**src/rtl/plcf_pkg.sv**
```systemverilog
`timescale 1ns / 1ps
`default_nettype none
// ----------------------------------------------------------------------------
// plcf_pkg
// Shared types and constants of the priority LED color frame block.
// ----------------------------------------------------------------------------
package plcf_pkg;

   localparam int LED_COUNT   = 16;
   localparam int LED_IDX_W   = (LED_COUNT > 1) ? $clog2(LED_COUNT) : 1;
   localparam int SLOT_DEPTH  = 2 * LED_COUNT;
   localparam int SLOT_ADDR_W = LED_IDX_W + 1;

   localparam int CHAN_W      = 8;
   localparam int LEVEL_W     = 6;
   localparam int MODE_W      = 8;
   localparam int SUM_W       = 10;
   localparam int NUM_W       = 14;
   localparam int TRIAL_W     = 16;
   localparam int CHAN_COUNT  = 3;
   localparam int QUO_STEPS   = 6;
   localparam int STEP_W      = 3;

   localparam logic [LEVEL_W-1:0] BRIGHT_HIGH = 6'd50;
   localparam logic [LEVEL_W-1:0] BRIGHT_LOW  = 6'd30;

   localparam logic [7:0] CSR_BRIGHT = 8'd0;
   localparam logic [7:0] CSR_BLINK  = 8'd1;

   localparam logic [MODE_W-1:0] BRIGHT_RESET = 8'd1;
   localparam logic [MODE_W-1:0] BLINK_RESET  = 8'd2;

   typedef enum logic [1:0] {
      OP_WRITE = 2'd0,
      OP_TICK  = 2'd1,
      OP_CLEAR = 2'd2
   } op_type;

   typedef enum logic [2:0] {
      ST_IDLE,
      ST_SCALE,
      ST_TICK_RD,
      ST_TICK_OUT,
      ST_CLEAR_OUT,
      ST_ERR_OUT
   } state_type;

   typedef struct packed {
      logic [LEVEL_W-1:0] green;
      logic [LEVEL_W-1:0] red;
      logic [LEVEL_W-1:0] blue;
      logic [MODE_W-1:0]  mode;
   } slot_entry_type;

   // Channel order inside the scaler: red, green, blue.
   typedef logic [CHAN_COUNT-1:0][CHAN_W-1:0]  chan_vec_type;
   typedef logic [CHAN_COUNT-1:0][LEVEL_W-1:0] level_vec_type;

endpackage
`default_nettype wire

```
**src/rtl/plcf_scale.sv**
```systemverilog
`timescale 1ns / 1ps
`default_nettype none
// ----------------------------------------------------------------------------
// plcf_scale
// Color scaler: value * brightness / channel sum for three channels, a
// multiply on start followed by a shared six-step restoring divide.
// ----------------------------------------------------------------------------
module plcf_scale (
   input  wire logic                   clock,
   input  wire logic                   reset,
   input  wire logic                   start,
   input  wire logic                   bright_high,
   input  wire plcf_pkg::chan_vec_type chan,
   output logic                        done,
   output plcf_pkg::level_vec_type     level
);
   import plcf_pkg::*;

   logic [SUM_W-1:0]                  sum_ff, sum_in;
   logic [CHAN_COUNT-1:0][NUM_W-1:0]  rem_ff, rem_in;
   logic [CHAN_COUNT-1:0][LEVEL_W-1:0] quo_ff, quo_in;
   logic [STEP_W-1:0]                 step_ff, step_in;
   logic                              busy_ff, busy_in;
   logic                              done_ff, done_in;
   logic [LEVEL_W-1:0]                bright;
   logic [TRIAL_W-1:0]                trial;

   assign bright = bright_high ? BRIGHT_HIGH : BRIGHT_LOW;
   assign trial  = TRIAL_W'(sum_ff) << step_ff;

   always_comb begin
      sum_in  = sum_ff;
      rem_in  = rem_ff;
      quo_in  = quo_ff;
      step_in = step_ff;
      busy_in = busy_ff;
      done_in = 1'b0;
      if (start) begin
         sum_in  = SUM_W'(chan[0]) + SUM_W'(chan[1]) + SUM_W'(chan[2]);
         for (int c = 0; c < CHAN_COUNT; c++) begin
            rem_in[c] = NUM_W'(chan[c]) * NUM_W'(bright);
            quo_in[c] = '0;
         end
         step_in = STEP_W'(QUO_STEPS - 1);
         busy_in = 1'b1;
      end else if (busy_ff) begin
         // The quotient never exceeds fifty, so six bits always suffice.
         for (int c = 0; c < CHAN_COUNT; c++) begin
            if (TRIAL_W'(rem_ff[c]) >= trial) begin
               rem_in[c] = NUM_W'(TRIAL_W'(rem_ff[c]) - trial);
               quo_in[c] = quo_ff[c] | (LEVEL_W'(1) << step_ff);
            end
         end
         if (step_ff == '0) begin
            busy_in = 1'b0;
            done_in = 1'b1;
         end else begin
            step_in = step_ff - STEP_W'(1);
         end
      end
   end

   always_ff @(posedge clock) begin
      sum_ff  <= sum_in;
      rem_ff  <= rem_in;
      quo_ff  <= quo_in;
      step_ff <= step_in;
      if (reset) begin
         busy_ff <= 1'b0;
         done_ff <= 1'b0;
      end else begin
         busy_ff <= busy_in;
         done_ff <= done_in;
      end
   end

   assign done  = done_ff;
   assign level = quo_ff;

endmodule
`default_nettype wire

```
**src/rtl/priority_led_color_frame.sv**
```systemverilog
`timescale 1ns / 1ps
`default_nettype none
// ----------------------------------------------------------------------------
// priority_led_color_frame
// Per-LED color store with two priority slots, color scaling and frame output.
// ----------------------------------------------------------------------------
// Each LED holds two slots of scaled color and mode in one synchronous memory
// addressed by LED and slot; per-entry valid bits make unwritten or cleared
// entries read as black, so there is no clearing pass after reset. A write of
// a nonzero color holds off the next word until it is done: accept and
// multiply, six restoring divide steps shared by the three channels, and the
// memory write. A black write or an ignored operation does not leave the idle
// state; an out-of-range write first puts out an error word. A frame tick
// reads each LED from memory and then puts out its word, LED by LED; a clear
// puts out a black word for every LED. Output backpressure stretches the
// frame, one word per rsp_tready.
// ----------------------------------------------------------------------------
module priority_led_color_frame (
   input  wire logic        clock,
   input  wire logic        reset,
   // led_index[7:0], red[15:8], green[23:16], blue[31:24], mode[39:32],
   // priority_req[40], zero fill above
   input  wire logic [47:0] req_tdata,
   // operation[1:0]
   input  wire logic [1:0]  req_tuser,
   input  wire logic        req_tvalid,
   output logic             req_tready,
   // pixel_index[3:0], out_green[9:4], out_red[15:10], out_blue[21:16],
   // zero fill above
   output logic [23:0]      rsp_tdata,
   // index_error[0]
   output logic             rsp_tuser,
   output logic             rsp_tlast,
   output logic             rsp_tvalid,
   input  wire logic        rsp_tready,
   input  wire logic [7:0]  csr_index,
   input  wire logic [7:0]  csr_data,
   input  wire logic        csr_valid,
   output logic             csr_ready
);
   import plcf_pkg::*;

   // Input word fields.
   logic [7:0]        in_led;
   logic [CHAN_W-1:0] in_red, in_green, in_blue;
   logic [MODE_W-1:0] in_mode;
   logic              in_slot;
   op_type            in_op;
   logic              req_fire;
   logic              idx_ok;
   logic              color_nz;
   logic [LED_IDX_W-1:0] in_idx;

   assign in_led   = req_tdata[7:0];
   assign in_red   = req_tdata[15:8];
   assign in_green = req_tdata[23:16];
   assign in_blue  = req_tdata[31:24];
   assign in_mode  = req_tdata[39:32];
   assign in_slot  = req_tdata[40];
   assign in_op    = op_type'(req_tuser);
   assign req_fire = req_tvalid & req_tready;
   assign idx_ok   = (9'(in_led) < 9'(LED_COUNT));
   assign color_nz = |{in_red, in_green, in_blue};
   assign in_idx   = in_led[LED_IDX_W-1:0];

   // Configuration registers.
   logic [MODE_W-1:0] bright_code_ff, blink_code_ff;

   assign csr_ready = 1'b1;

   always_ff @(posedge clock) begin
      if (reset) begin
         bright_code_ff <= BRIGHT_RESET;
         blink_code_ff  <= BLINK_RESET;
      end else if (csr_valid && csr_ready) begin
         case (csr_index)
            CSR_BRIGHT: bright_code_ff <= csr_data;
            CSR_BLINK:  blink_code_ff  <= csr_data;
            default: begin
            end
         endcase
      end
   end

   // Control state.
   state_type            state_ff, state_in;
   logic [LED_IDX_W-1:0] cnt_ff;
   logic [LED_IDX_W-1:0] led_ff;
   logic                 slot_ff;
   logic [MODE_W-1:0]    mode_ff;
   logic                 parity_ff;
   logic [LED_COUNT-1:0] active_ff;
   logic [LED_COUNT-1:0] live1_ff;
   logic [SLOT_DEPTH-1:0] valid_ff;

   logic out_free;
   logic is_last;
   logic scale_done;
   logic scale_start;
   logic mem_we;
   logic load_out;

   assign out_free = !rsp_tvalid || rsp_tready;
   assign is_last  = (cnt_ff == LED_IDX_W'(LED_COUNT - 1));

   // Next state.
   always_comb begin
      state_in = state_ff;
      case (state_ff)
         ST_IDLE: begin
            if (req_fire) begin
               case (in_op)
                  OP_WRITE: begin
                     if (!idx_ok)       state_in = ST_ERR_OUT;
                     else if (color_nz) state_in = ST_SCALE;
                  end
                  OP_TICK:  state_in = ST_TICK_RD;
                  OP_CLEAR: state_in = ST_CLEAR_OUT;
                  default:  state_in = ST_IDLE;
               endcase
            end
         end
         ST_SCALE: begin
            if (scale_done) state_in = ST_IDLE;
         end
         ST_TICK_RD: state_in = ST_TICK_OUT;
         ST_TICK_OUT: begin
            if (out_free) state_in = is_last ? ST_IDLE : ST_TICK_RD;
         end
         ST_CLEAR_OUT: begin
            if (out_free && is_last) state_in = ST_IDLE;
         end
         ST_ERR_OUT: begin
            if (out_free) state_in = ST_IDLE;
         end
         default: state_in = ST_IDLE;
      endcase
   end

   // Color memory.
   slot_entry_type             mem [SLOT_DEPTH];
   slot_entry_type             rd_data_ff;
   logic                       rd_valid_ff;
   slot_entry_type             wr_data;
   logic [SLOT_ADDR_W-1:0]     wr_addr, rd_addr;
   level_vec_type              level;
   chan_vec_type               scale_chan;

   assign wr_addr = {led_ff, slot_ff};
   assign rd_addr = {cnt_ff, active_ff[cnt_ff]};
   assign wr_data = '{green: level[1], red: level[0], blue: level[2], mode: mode_ff};

   // Writes happen only while scaling; the read port is not gated, but its
   // data is used only during a tick.
   always_ff @(posedge clock) begin
      if (mem_we) mem[wr_addr] <= wr_data;
      rd_data_ff  <= mem[rd_addr];
      rd_valid_ff <= valid_ff[rd_addr];
   end

   assign scale_chan = {in_blue, in_green, in_red};

   plcf_scale u_scale (
      .clock       (clock),
      .reset       (reset),
      .start       (scale_start),
      .bright_high (in_mode == bright_code_ff),
      .chan        (scale_chan),
      .done        (scale_done),
      .level       (level)
   );

   // Outputs and strobes of the sequencer.
   logic [3:0]         out_idx;
   logic [LEVEL_W-1:0] out_g, out_r, out_b;
   logic               out_last, out_err;
   logic [MODE_W-1:0]  shown_mode;
   logic               show;

   assign shown_mode = rd_valid_ff ? rd_data_ff.mode : '0;

   always_comb begin
      if (shown_mode == blink_code_ff) show = (parity_ff == cnt_ff[0]);
      else                             show = (shown_mode != '0);
   end

   always_comb begin
      req_tready  = (state_ff == ST_IDLE);
      scale_start = req_fire && (in_op == OP_WRITE) && idx_ok && color_nz;
      mem_we      = (state_ff == ST_SCALE) && scale_done;
      load_out    = 1'b0;
      out_idx     = '0;
      out_g       = '0;
      out_r       = '0;
      out_b       = '0;
      out_last    = 1'b0;
      out_err     = 1'b0;
      case (state_ff)
         ST_TICK_OUT: begin
            load_out = out_free;
            out_idx  = 4'(cnt_ff);
            out_last = is_last;
            if (show && rd_valid_ff) begin
               out_g = rd_data_ff.green;
               out_r = rd_data_ff.red;
               out_b = rd_data_ff.blue;
            end
         end
         ST_CLEAR_OUT: begin
            load_out = out_free;
            out_idx  = 4'(cnt_ff);
            out_last = is_last;
         end
         ST_ERR_OUT: begin
            load_out = out_free;
            out_err  = 1'b1;
         end
         default: begin
         end
      endcase
   end

   // Sequencer state and per-LED flags.
   always_ff @(posedge clock) begin
      if (reset) begin
         state_ff  <= ST_IDLE;
         cnt_ff    <= '0;
         parity_ff <= 1'b0;
         active_ff <= '0;
         live1_ff  <= '0;
         valid_ff  <= '0;
      end else begin
         state_ff <= state_in;
         if (req_fire) begin
            cnt_ff <= '0;
            case (in_op)
               OP_WRITE: begin
                  if (idx_ok && color_nz) begin
                     if (in_slot) begin
                        active_ff[in_idx] <= 1'b1;
                        live1_ff[in_idx]  <= (in_mode != '0);
                     end
                  end else if (idx_ok) begin
                     // Black empties the slot; slot 1 stays on top only if
                     // it still holds a nonzero mode.
                     valid_ff[{in_idx, in_slot}] <= 1'b0;
                     if (in_slot) begin
                        live1_ff[in_idx]  <= 1'b0;
                        active_ff[in_idx] <= 1'b0;
                     end else begin
                        active_ff[in_idx] <= live1_ff[in_idx];
                     end
                  end
               end
               OP_TICK: parity_ff <= ~parity_ff;
               OP_CLEAR: begin
                  active_ff <= '0;
                  live1_ff  <= '0;
                  valid_ff  <= '0;
               end
               default: begin
               end
            endcase
         end
         if (mem_we) valid_ff[wr_addr] <= 1'b1;
         if (load_out && !is_last) cnt_ff <= cnt_ff + LED_IDX_W'(1);
      end
   end

   always_ff @(posedge clock) begin
      if (scale_start) begin
         led_ff  <= in_idx;
         slot_ff <= in_slot;
         mode_ff <= in_mode;
      end
   end

   // Output register.
   logic               rsp_valid_ff;
   logic [3:0]         rsp_idx_ff;
   logic [LEVEL_W-1:0] rsp_g_ff, rsp_r_ff, rsp_b_ff;
   logic               rsp_last_ff, rsp_err_ff;

   always_ff @(posedge clock) begin
      if (reset) begin
         rsp_valid_ff <= 1'b0;
      end else if (load_out) begin
         rsp_valid_ff <= 1'b1;
      end else if (rsp_tready) begin
         rsp_valid_ff <= 1'b0;
      end
   end

   always_ff @(posedge clock) begin
      if (load_out) begin
         rsp_idx_ff  <= out_idx;
         rsp_g_ff    <= out_g;
         rsp_r_ff    <= out_r;
         rsp_b_ff    <= out_b;
         rsp_last_ff <= out_last;
         rsp_err_ff  <= out_err;
      end
   end

   assign rsp_tvalid = rsp_valid_ff;
   assign rsp_tdata  = {2'b00, rsp_b_ff, rsp_r_ff, rsp_g_ff, rsp_idx_ff};
   assign rsp_tlast  = rsp_last_ff;
   assign rsp_tuser  = rsp_err_ff;

endmodule
`default_nettype wire

```
**config.mk**
```make
export PLATFORM = sky130hd
export DESIGN_NAME = priority_led_color_frame
export DESIGN_NICKNAME = d
export VERILOG_FILES = /design/src/rtl/plcf_pkg.sv /design/src/rtl/plcf_scale.sv /design/src/rtl/priority_led_color_frame.sv
export SDC_FILE = /design/constraint.sdc
export NUM_CORES = 2
export LEC_CHECK = 0
export BUFFER_PORTS_ARGS = -buffer_cell sky130_fd_sc_hd__buf_2
export CAP_MARGIN = 20
export CORE_UTILIZATION = 68
export DETAILED_ROUTE_END_ITERATION = 6
export PLACE_DENSITY = 0.83
export SETUP_SLACK_MARGIN = 0.1
export SYNTH_ARGS = -nofsm -noshare
export SYNTH_HDL_FRONTEND = slang
export SYNTH_HIERARCHICAL = 1
export SYNTH_SLANG_ARGS = --single-unit
```
**constraint.sdc**
```tcl
create_clock -name clock -period 12.08 [get_ports clock]
set_input_delay 3.624 -clock clock [delete_from_list [all_inputs] [get_ports clock]]
set_output_delay 3.624 -clock clock [all_outputs]
set_load 0.02 [all_outputs]
```
==> flow_summary_export.csv <==
group,metric,value,unit
clock_network,cts_buffers,101,
synth,synth_area_per_cell,14.1,sq um
clock_network,clock_sinks,1060,
floorplanning,die_height,266,um
synth,synthesis.instances,3374,
timing,finClkSkew,0.0623,ns
finish,finish.utilization,76.9,%
place,place_ws,3.45,ns
pwr,internal_power_of_the_cells,6.40,mW
timing,worst_slack,4.08,ns
drt,drtAntennaViolNets,0,
hold_path,hold_path.startpoint,"active_ff[12]$_SDFFE_PP0P_",
place,io_buffer_count,89,
grt,first_pass_grt_wire_length,186000,um
synth,ys.flop_type,"sky130_fd_sc_hd__edfxtp_1",
critical_path,timing.rr.start,"bright_code_ff[2]$_SDFFE_PP0P_",
pwr,p_sw_share,26.4,%
timing,final-setup-viol-count,0,
drt,drt-initial-drc-count,3994,
synth,synth_top_family_by_area,"compound AO/OA/AOI/OAI gates",
place,detailedPlacementHpwl,74600,um
critical_path,crit_fanout,48,
drt,vias_per_cell,6.99,
finish,fill_cells,3868,
clock_network,cts_buffer_depth,3,
timing,finalCriticalPeriod,8.00,ns
drt,firstDrtPassIters,6,
synth,synth-compound-area-share,12.6,%
run,max_cap_viol_count,0,
synth,post_synth_adder_cell_area,6.34,%
floorplanning,top_level_ports,100,
finish,area.growth.synth_to_final,11.6,%
finish,layout.area.seq,30400,sq um
clock_network,post_cts_resize_count,0,
hold_path,timing.hold.worst_path_depth,2,
floorplanning,die-area,70900,sq um
hold_path,min_path_type,"reg2reg",
timing,finalHoldViolCount,0,
floorplanning,floorplan.die.width,266,um
pwr,power.leakage,20.8,nW
critical_path,ff2ff_path_depth,17,
clock_network,hold_buffers,0,
critical_path,reg2reg_setup_slack,6.81,ns
pwr,sequential_share_of_power,46.8,%
critical_path,timing_worst_setup_path_type,"in2reg",
critical_path,critical_path.endpoint_type,"register",
grt,first_global_vias,30831,
drt,total_via_count_after_detailed_routing,31302,
status,status,"complete, no violations",
synth,total_of_warnings_raised_by_yosys,6,
pwr,max-vdd-ir-drop,142,uV
floorplanning,core_area,68800,sq um
timing,finalSetupTns,0,ns
finish,footprint_of_the_multi_input_gates,15800,sq um
clock_network,clock_pin_slew_reported_for_the_worst_setup_and_hold_paths_after_clock_tree_synthesis,0.06,ns
clock_network,worstSkewPairLatency,0.68,ns
drt,drt_wl_total,128000,um
grt,maximum_number_of_pins_on_one_net_before_global_route_repair,68,
grt,grt_util_all_layers,35.8,%
synth,post_synthesis_instance_area,47500,sq um
timing,tightestPinTransition,1.20,ns
pwr,p_switching,2.30,mW
finish,number_of_nets_in_the_final_layout,3727,
place,place.gp.congestion,0.911,
floorplanning,effective_utilization_at_floorplan,69.0,%
grt,grt-ovfl-total,0,
synth,ys_ff_latch,1060,
finish,antenna_diode_count,0,
clock_network,root_buffer,"sky130_fd_sc_hd__clkbuf_16",
clock_network,cts.repair_timing.setup_buffer_count,0,
synth,synth-edff-count,921,
finish,design_area,52900,sq um
drt,drcViolationCount,0,
synth,number_of_different_library_cells_in_the_post_synthesis_netlist,91,
synth,yosys.area_share.simple,6.47,%
pwr,power_density,164,nW/um^2
critical_path,worstSetupStartpoint,"req_tdata[34]",
grt,antenna_found_initial,0,
synth,synthMuxAreaShare,6.19,%
timing,final-max-slew-violation-count,0,
synth,seq_area_frac_synth,64.1,%
critical_path,cp-start-kind,"primary input",
place,post_dp_cell_area,49100,sq um
drt,wire_per_inst,28.7,um
pwr,combinationalPowerShare,16.0,%
critical_path,critical_path_required,12.43,ns
timing,layout_worst_path_cycle_share,66.2,%
timing,maxSlewHeadroom,20.0,%
pwr,clock_power_share,37.2,%
timing,max_freq,125,MHz
critical_path,crit_arrival,8.36,ns
synth,synth-xor-area-share,0.960,%
clock_network,cts_tree,"done",
floorplanning,num_rows,96,
finish,final_layout_size_suffix_gt1_share,11.5,%
clock_network,clock_tree.htree_level_count,3,
timing,rsz0062_at_grt,"no",
synth,async_flop_share,0,%
[registers in the layout, summed over array words and instances, names as in the netlist, 10 cells and up]
name and flops:
rd_data_ff 26, u_scale/rem_ff 42, live1_ff 16, mem 832, u_scale/sum_ff 10, active_ff 16, valid_ff 32, u_scale/level 18
[metal layers]
layer,up-vias,wire (um),GRT usage [%]
met3,382,15800,7.81
met5,-,0,0
met2,2291,59700,56.4
met1,15267,46900,48.0
li1,13362,-,-
met4,0,6060,16.2
[power by group through the flow]
stage                     logic (mW)  clock network, mW  registers [mW]
final                           1.39               3.24            4.07
after global routing            1.53               3.37            4.07
after CTS                       1.35               3.23            4.08
after detailed placement        1.34                  0            4.15
after global placement          1.28                  0            4.15
after floorplan                 1.00                  0            4.13
[kinds of logic (layout without fill, tap and decap cells)]
family	after synthesis	in the layout
compound gates	782	782
simple gates	615	615
other cells	2	3
mux	285	285
fa+ha+maj	199	199
buf+inv	379	549
flops	1060	1060
xor+xnor	52	52
[cells in the final DEF (no fill, tap or decap), types with 31 or more instances in the layout]
cell type                   netlist  final
sky130_fd_sc_hd__a21oi_1        136    136
sky130_fd_sc_hd__a221o_1        104    104
sky130_fd_sc_hd__a221oi_1       107    107
sky130_fd_sc_hd__buf_2           37     89
sky130_fd_sc_hd__buf_4            7     48
sky130_fd_sc_hd__clkbuf_16        0    102
sky130_fd_sc_hd__dfxtp_1        139    139
sky130_fd_sc_hd__edfxtp_1       921    921
sky130_fd_sc_hd__fa_1            69     69
sky130_fd_sc_hd__ha_1           130    130
sky130_fd_sc_hd__inv_1          199    199
sky130_fd_sc_hd__mux2i_1        272    271
sky130_fd_sc_hd__nand2_1        129    127
sky130_fd_sc_hd__nand2b_1        32     32
sky130_fd_sc_hd__nor2_1         211    178
sky130_fd_sc_hd__nor2_4           0     32
sky130_fd_sc_hd__nor2b_1         36     35
sky130_fd_sc_hd__nor3_1          31     31
sky130_fd_sc_hd__o211ai_1        31     31
sky130_fd_sc_hd__o21ai_0         67     67
sky130_fd_sc_hd__o221ai_1       104    104
[worst max-delay path: stages]
cell                        delay [ns]
sky130_fd_sc_hd__buf_2            0.13
sky130_fd_sc_hd__xnor2_1          0.18
sky130_fd_sc_hd__nand4_1          0.14
sky130_fd_sc_hd__nor2_2           0.09
sky130_fd_sc_hd__buf_4            0.38
sky130_fd_sc_hd__nor2_1           0.15
sky130_fd_sc_hd__fa_1             0.50
sky130_fd_sc_hd__inv_1            0.06
sky130_fd_sc_hd__fa_1             0.50
sky130_fd_sc_hd__fa_1             0.61
sky130_fd_sc_hd__inv_1            0.07
sky130_fd_sc_hd__ha_1             0.29
sky130_fd_sc_hd__a21oi_1          0.18
sky130_fd_sc_hd__nor2_1           0.07
sky130_fd_sc_hd__a2111oi_0        0.65
sky130_fd_sc_hd__a21oi_1          0.24
sky130_fd_sc_hd__mux2i_1          0.32
sky130_fd_sc_hd__o32ai_1          0.12
[layout make-up]
type / instances / area share [%]
tap: 931 / 2.20
inverter: 200 / 1.42
sequential: 1060 / 57.5
multi-input combinational: 1936 / 29.8
timing repair buffer: 158 / 2.59
clock buffer: 152 / 5.57
clock inverter: 39 / 0.912
[cell usage after synthesis, types with 69 or more instances]
| library cell | number | area share [%] |
|---|---|---|
| sky130_fd_sc_hd__edfxtp_1 | 921 | 58 |
| sky130_fd_sc_hd__mux2i_1 | 272 | 5.7 |
| sky130_fd_sc_hd__nor2_1 | 211 | 1.7 |
| sky130_fd_sc_hd__inv_1 | 199 | 1.6 |
| sky130_fd_sc_hd__dfxtp_1 | 139 | 5.9 |
| sky130_fd_sc_hd__a21oi_1 | 136 | 1.4 |
| sky130_fd_sc_hd__ha_1 | 130 | 3.4 |
| sky130_fd_sc_hd__nand2_1 | 129 | 1.0 |
| sky130_fd_sc_hd__clkbuf_1 | 112 | 0.89 |
| sky130_fd_sc_hd__a221oi_1 | 107 | 2.0 |
| sky130_fd_sc_hd__a221o_1 | 104 | 2.2 |
| sky130_fd_sc_hd__o221ai_1 | 104 | 1.9 |
| sky130_fd_sc_hd__fa_1 | 69 | 2.9 |
[worst paths after layout]
path,end
min reg2reg,active_ff[12]$_SDFFE_PP0P_
max,u_scale/rem_ff[27]$_DFFE_PP_
max reg2reg,u_scale/rem_ff[27]$_DFFE_PP_
min,active_ff[12]$_SDFFE_PP0P_
[per-stage QoR]
stage	instances	total power, mW	hold WS (ns)
finish	4476	8.70	0.489
global route	4476	8.97	0.514
CTS	4459	8.66	0.481
detailed placement	4268	5.49	0.473
global placement	4263	5.43	0.467
floorplan	3375	5.13	0.449
(Power assumes the default switching activity.)
